File: src/rtl/core/obst_pkg.sv
`timescale 1ns / 1ps
package obst_pkg;

  typedef enum logic [2:0] {
    OP_ADD    = 3'd0,
    OP_CANCEL = 3'd1,
    OP_MODIFY = 3'd2,
    OP_ERASE  = 3'd3,
    OP_UPDATE = 3'd4,
    OP_READ   = 3'd5
  } op_t;

  typedef enum logic [1:0] {
    ST_OK      = 2'd0,
    ST_MISSING = 2'd1,
    ST_FULL    = 2'd2,
    ST_DUP     = 2'd3
  } status_t;

  typedef enum logic [1:0] {
    S_IDLE,
    S_EXEC,
    S_INSERT,
    S_DONE
  } ctrl_state_t;

  typedef struct packed {
    logic load;
    logic exec;
    logic insert;
  } dp_cmd_t;

  typedef struct packed {
    logic reinsert;
  } dp_sts_t;

endpackage

File: src/rtl/core/obst_ctrl.sv
`timescale 1ns / 1ps
module obst_ctrl (
  input  logic              clk,
  input  logic              rst,
  input  logic              start,
  input  obst_pkg::dp_sts_t sts,
  output obst_pkg::dp_cmd_t cmd,
  output logic              busy,
  output logic              done
);
  import obst_pkg::*;

  ctrl_state_t state, state_next;

  always_ff @(posedge clk) begin
    if (rst) begin
      state <= S_IDLE;
    end else begin
      state <= state_next;
    end
  end

  always_comb begin
    state_next = state;
    cmd = '0;
    busy = 1'b1;
    done = 1'b0;
    case (state)
      S_IDLE: begin
        busy = 1'b0;
        if (start) begin
          cmd.load = 1'b1;
          state_next = S_EXEC;
        end
      end
      S_EXEC: begin
        cmd.exec = 1'b1;
        state_next = sts.reinsert ? S_INSERT : S_DONE;
      end
      S_INSERT: begin
        cmd.insert = 1'b1;
        state_next = S_DONE;
      end
      S_DONE: begin
        done = 1'b1;
        state_next = S_IDLE;
      end
      default: state_next = S_IDLE;
    endcase
  end

endmodule

File: config.mk
export PLATFORM = sky130hd
export DESIGN_NAME = obst_ctrl
export DESIGN_NICKNAME = d
export VERILOG_FILES = /design/src/rtl/core/obst_pkg.sv /design/src/rtl/core/obst_ctrl.sv
export SDC_FILE = /design/constraint.sdc
export NUM_CORES = 1
export LEC_CHECK = 0
export BUFFER_PORTS_ARGS = -buffer_cell sky130_fd_sc_hd__buf_2
export CAP_MARGIN = 10
export CORE_AREA = 10 10 47 49
export DETAILED_ROUTE_END_ITERATION = 8
export DIE_AREA = 0 0 57 59
export GPL_ROUTABILITY_DRIVEN = 0
export MAX_ROUTING_LAYER = met4
export PLACE_DENSITY = 0.43
export SLEW_MARGIN = 10
export SYNTH_ARGS = -nofsm -noshare
export SYNTH_HDL_FRONTEND = slang
export SYNTH_SLANG_ARGS = --single-unit
File: constraint.sdc
create_clock -name clk -period 1.3 [get_ports clk]
set_input_delay 0.13 -clock clk [delete_from_list [all_inputs] [get_ports clk]]
set_output_delay 0.13 -clock clk [all_outputs]
set_load 0.02 [all_outputs]
==> flow_summary_export.csv <==
group,metric,value,unit
timing,maxSlewViolCount,0,
layout,antennaDiodeCount,0,
critical_path,crit_chain,"inv_1 -> ha_2 -> and2_2 -> buf_4",
power_and_ir_drop,power_frac_seq,17.2,%
floorplanning,start_util,11.9,%
layout,layout_commonest_cell,"buf_2",
layout,reg_top3,"state (2)",
synthesis,ys_ff_latch,2,
critical_path,arrival,1.12,ns
detailed_routing,wl,458,um
clock_tree,cts_root_buf,"clkbuf_4",
critical_path,start_kind,"flip-flop",
timing,finalHoldViolCount,0,
floorplanning,dieHeight,59,um
synthesis,ys_warn_count,0,
detailed_routing,avgViaCountPerCell,3.45,
min_path,hold_path.class,"input pin to flip-flop",
detailed_routing,drtAntennaViolNets,0,
critical_path,cpPeakStageDelay,0.33,ns
grt,antenna_found_initial,0,
power_and_ir_drop,p_sw,0.292,mW
synthesis,synthCells,18,
layout,largest_register_ffs,2,
run,cap_violations,0,
floorplanning,io_pins,9,
placement,portBuffers,8,
detailed_routing,dr_total_vias,162,
timing,finalSetupViolCount,0,
layout,top_register,"state",
synthesis,seq_area_frac_synth,24.1,%
layout,layout_common_cells,"7 x buf_2, 4 x ha_1, 3 x clkbuf_4, 3 x buf_4",
floorplanning,row_count,14,
floorplanning,fp.dieW,57,um
critical_path,path_max_fanout,3,
synthesis,ys_top_cells_by_area,"ha_1 38%, dfxtp_1 24%, inv_1 6.8%",
clock_tree,cts_tree,"done",
grt,grt_first_pass_wirelength,759,um
timing,finalSetupTns,0,ns
synthesis,synth_area_leader_cell,"ha_1",
timing,fin_crit_sh,96.0,%
synthesis,syn_avg_cell_area,9.25,sq um
synthesis,netlist.area_leader.share,37.6,%
layout,area_delta_synth_final,63.2,%
layout,num-fill-cells,173,
power_and_ir_drop,comb_power_share,62.1,%
layout,drive_gt1_share,58.1,%
timing,fin_crit,1.25,ns
critical_path,crit_required,1.17,ns
detailed_routing,firstDrtPassIters,3,
clock_tree,clk_latency,0.23,ns
timing,fmax,801,MHz
clock_tree,clock_sinks,2,
grt,grtUsageTotal,3.29,%
clock_tree,cts_made_buffers,3,
layout,fin_nets,42,
synthesis,syn_area,166,sq um
clock_tree,cts.path.max_buffers,2,
floorplanning,die_area,3360,sq um
timing,worst_pin_slew,0.206,ns
power_and_ir_drop,leakage,0.147,nW
critical_path,slowest_stage,"dfxtp_2",
clock_tree,clk_pin_slew,0.03,ns
power_and_ir_drop,ir_drop,0.699,mV
detailed_routing,wl_per_cell,9.74,um
critical_path,crit_type,"flip-flop to primary output",
floorplanning,core_area,1400,sq um
detailed_routing,post-route-drc-count,0,
power_and_ir_drop,p_total,0.667,mW
critical_path,end_kind,"primary output",
clock_tree,h-tree-depth,1,
grt,grt_pass1_vias,184,
power_and_ir_drop,sw_frac_of_total,43.8,%
timing,max-slew-margin-rel,86.3,%
grt,grt_max_degree,5,
power_and_ir_drop,p_int,0.375,mW
timing,rsz0062_at_grt,"no",
detailed_routing,first_iter_violations,1,
timing,finalClockSkew,0.00368,ns
grt,overflow,0,
power_and_ir_drop,p_clk_share,20.7,%
synthesis,synth_nets,27,
synthesis,ys_types,11,
status,status,"complete, no violations",
power_and_ir_drop,p_per_area,2460,nW/um^2
## critical path, delay by kind of cell (launching register included)
kind                       cells  cell delay, ns
DFF                            1            0.33
buffers and inverters          2            0.20
and+or+nand+nor                1            0.18
adders and majority gates      1            0.17
## worst paths after layout
check	startpoint	to	slack (ns)	depth (start not counted)
setup / recovery	state[0]$_SDFFE_PP0P_	cmd[2]	0.05	4
hold / removal	rst	state[1]$_SDFFE_PP0P_	0.09	2
setup reg to reg	state[0]$_SDFFE_PP0P_	state[0]$_SDFFE_PP0P_	0.17	5
hold reg to reg	state[1]$_SDFFE_PP0P_	state[1]$_SDFFE_PP0P_	0.62	3
## per-layer routing
| metal | global-route usage (%) | routed length (um) |
|---|---|---|
| met1 | 3.92 | 247 |
| met2 | 2.48 | 117 |
| met3 | 4.72 | 92 |
| met4 | 1.01 | 0 |
| met5 | - | 0 |
## power groups by stage
stage	sequential, mW	clock, mW	combinational [mW]
finish	0.115	0.138	0.414
CTS	0.109	0.148	0.414
global route	0.116	0.155	0.479
global placement	0.106	0	0.403
floorplan	0.111	0	0.270
detailed placement	0.107	0	0.409
## final cells by class
cell class,count,area (sq um),area share [%]
multi-input combinational,13,118,43.3
timing repair buffer,10,57.6,21.2
clock buffer,3,22.5,8.29
sequential,2,42.5,15.7
inverter,3,11.3,4.15
tap,16,20.0,7.37
## stage by stage
stage          instances  cell area, sq um  hold WS, ns  worst slack [ns]  util, %
2_1_floorplan         18               166        0.202             0.115        -
3_3_place_gp          44               241        0.314             0.107     17.2
3_5_place_dp          44               241        0.320            0.0930     17.2
4_1_cts               47               268       0.0752            0.0132     19.1
5_1_grt               47               272       0.0772           0.00245     19.4
6_report              47               272       0.0862            0.0519     19.4
## synth_stat cells
cell / number
ha_1: 5
inv_1: 3
dfxtp_1: 2
a221oi_1: 1
and2_2: 1
mux2i_1: 1
nand2b_1: 1
nor2_1: 1
nor2b_1: 1
nor3_1: 1
o21ai_1: 1
## repair_timing
action                     in CTS  in global routing
setup buffers                   0                  0
hold buffers                    0                  0
gates resized for setup         2                  3
setup endpoints to repair       1                  1
pin swaps                       0                  1
## cell families after synthesis
logic type,count (synthesis),synth area share [%]
AO/OA/AOI/OAI,2,8.27
adder cells (fa/ha/maj),5,37.6
buffers and inverters,3,6.77
flip-flops,2,24.1
multiplexers,1,6.02
AND/OR/NAND/NOR,5,17.3
No activity file was read; power rests on OpenSTA's default activity.
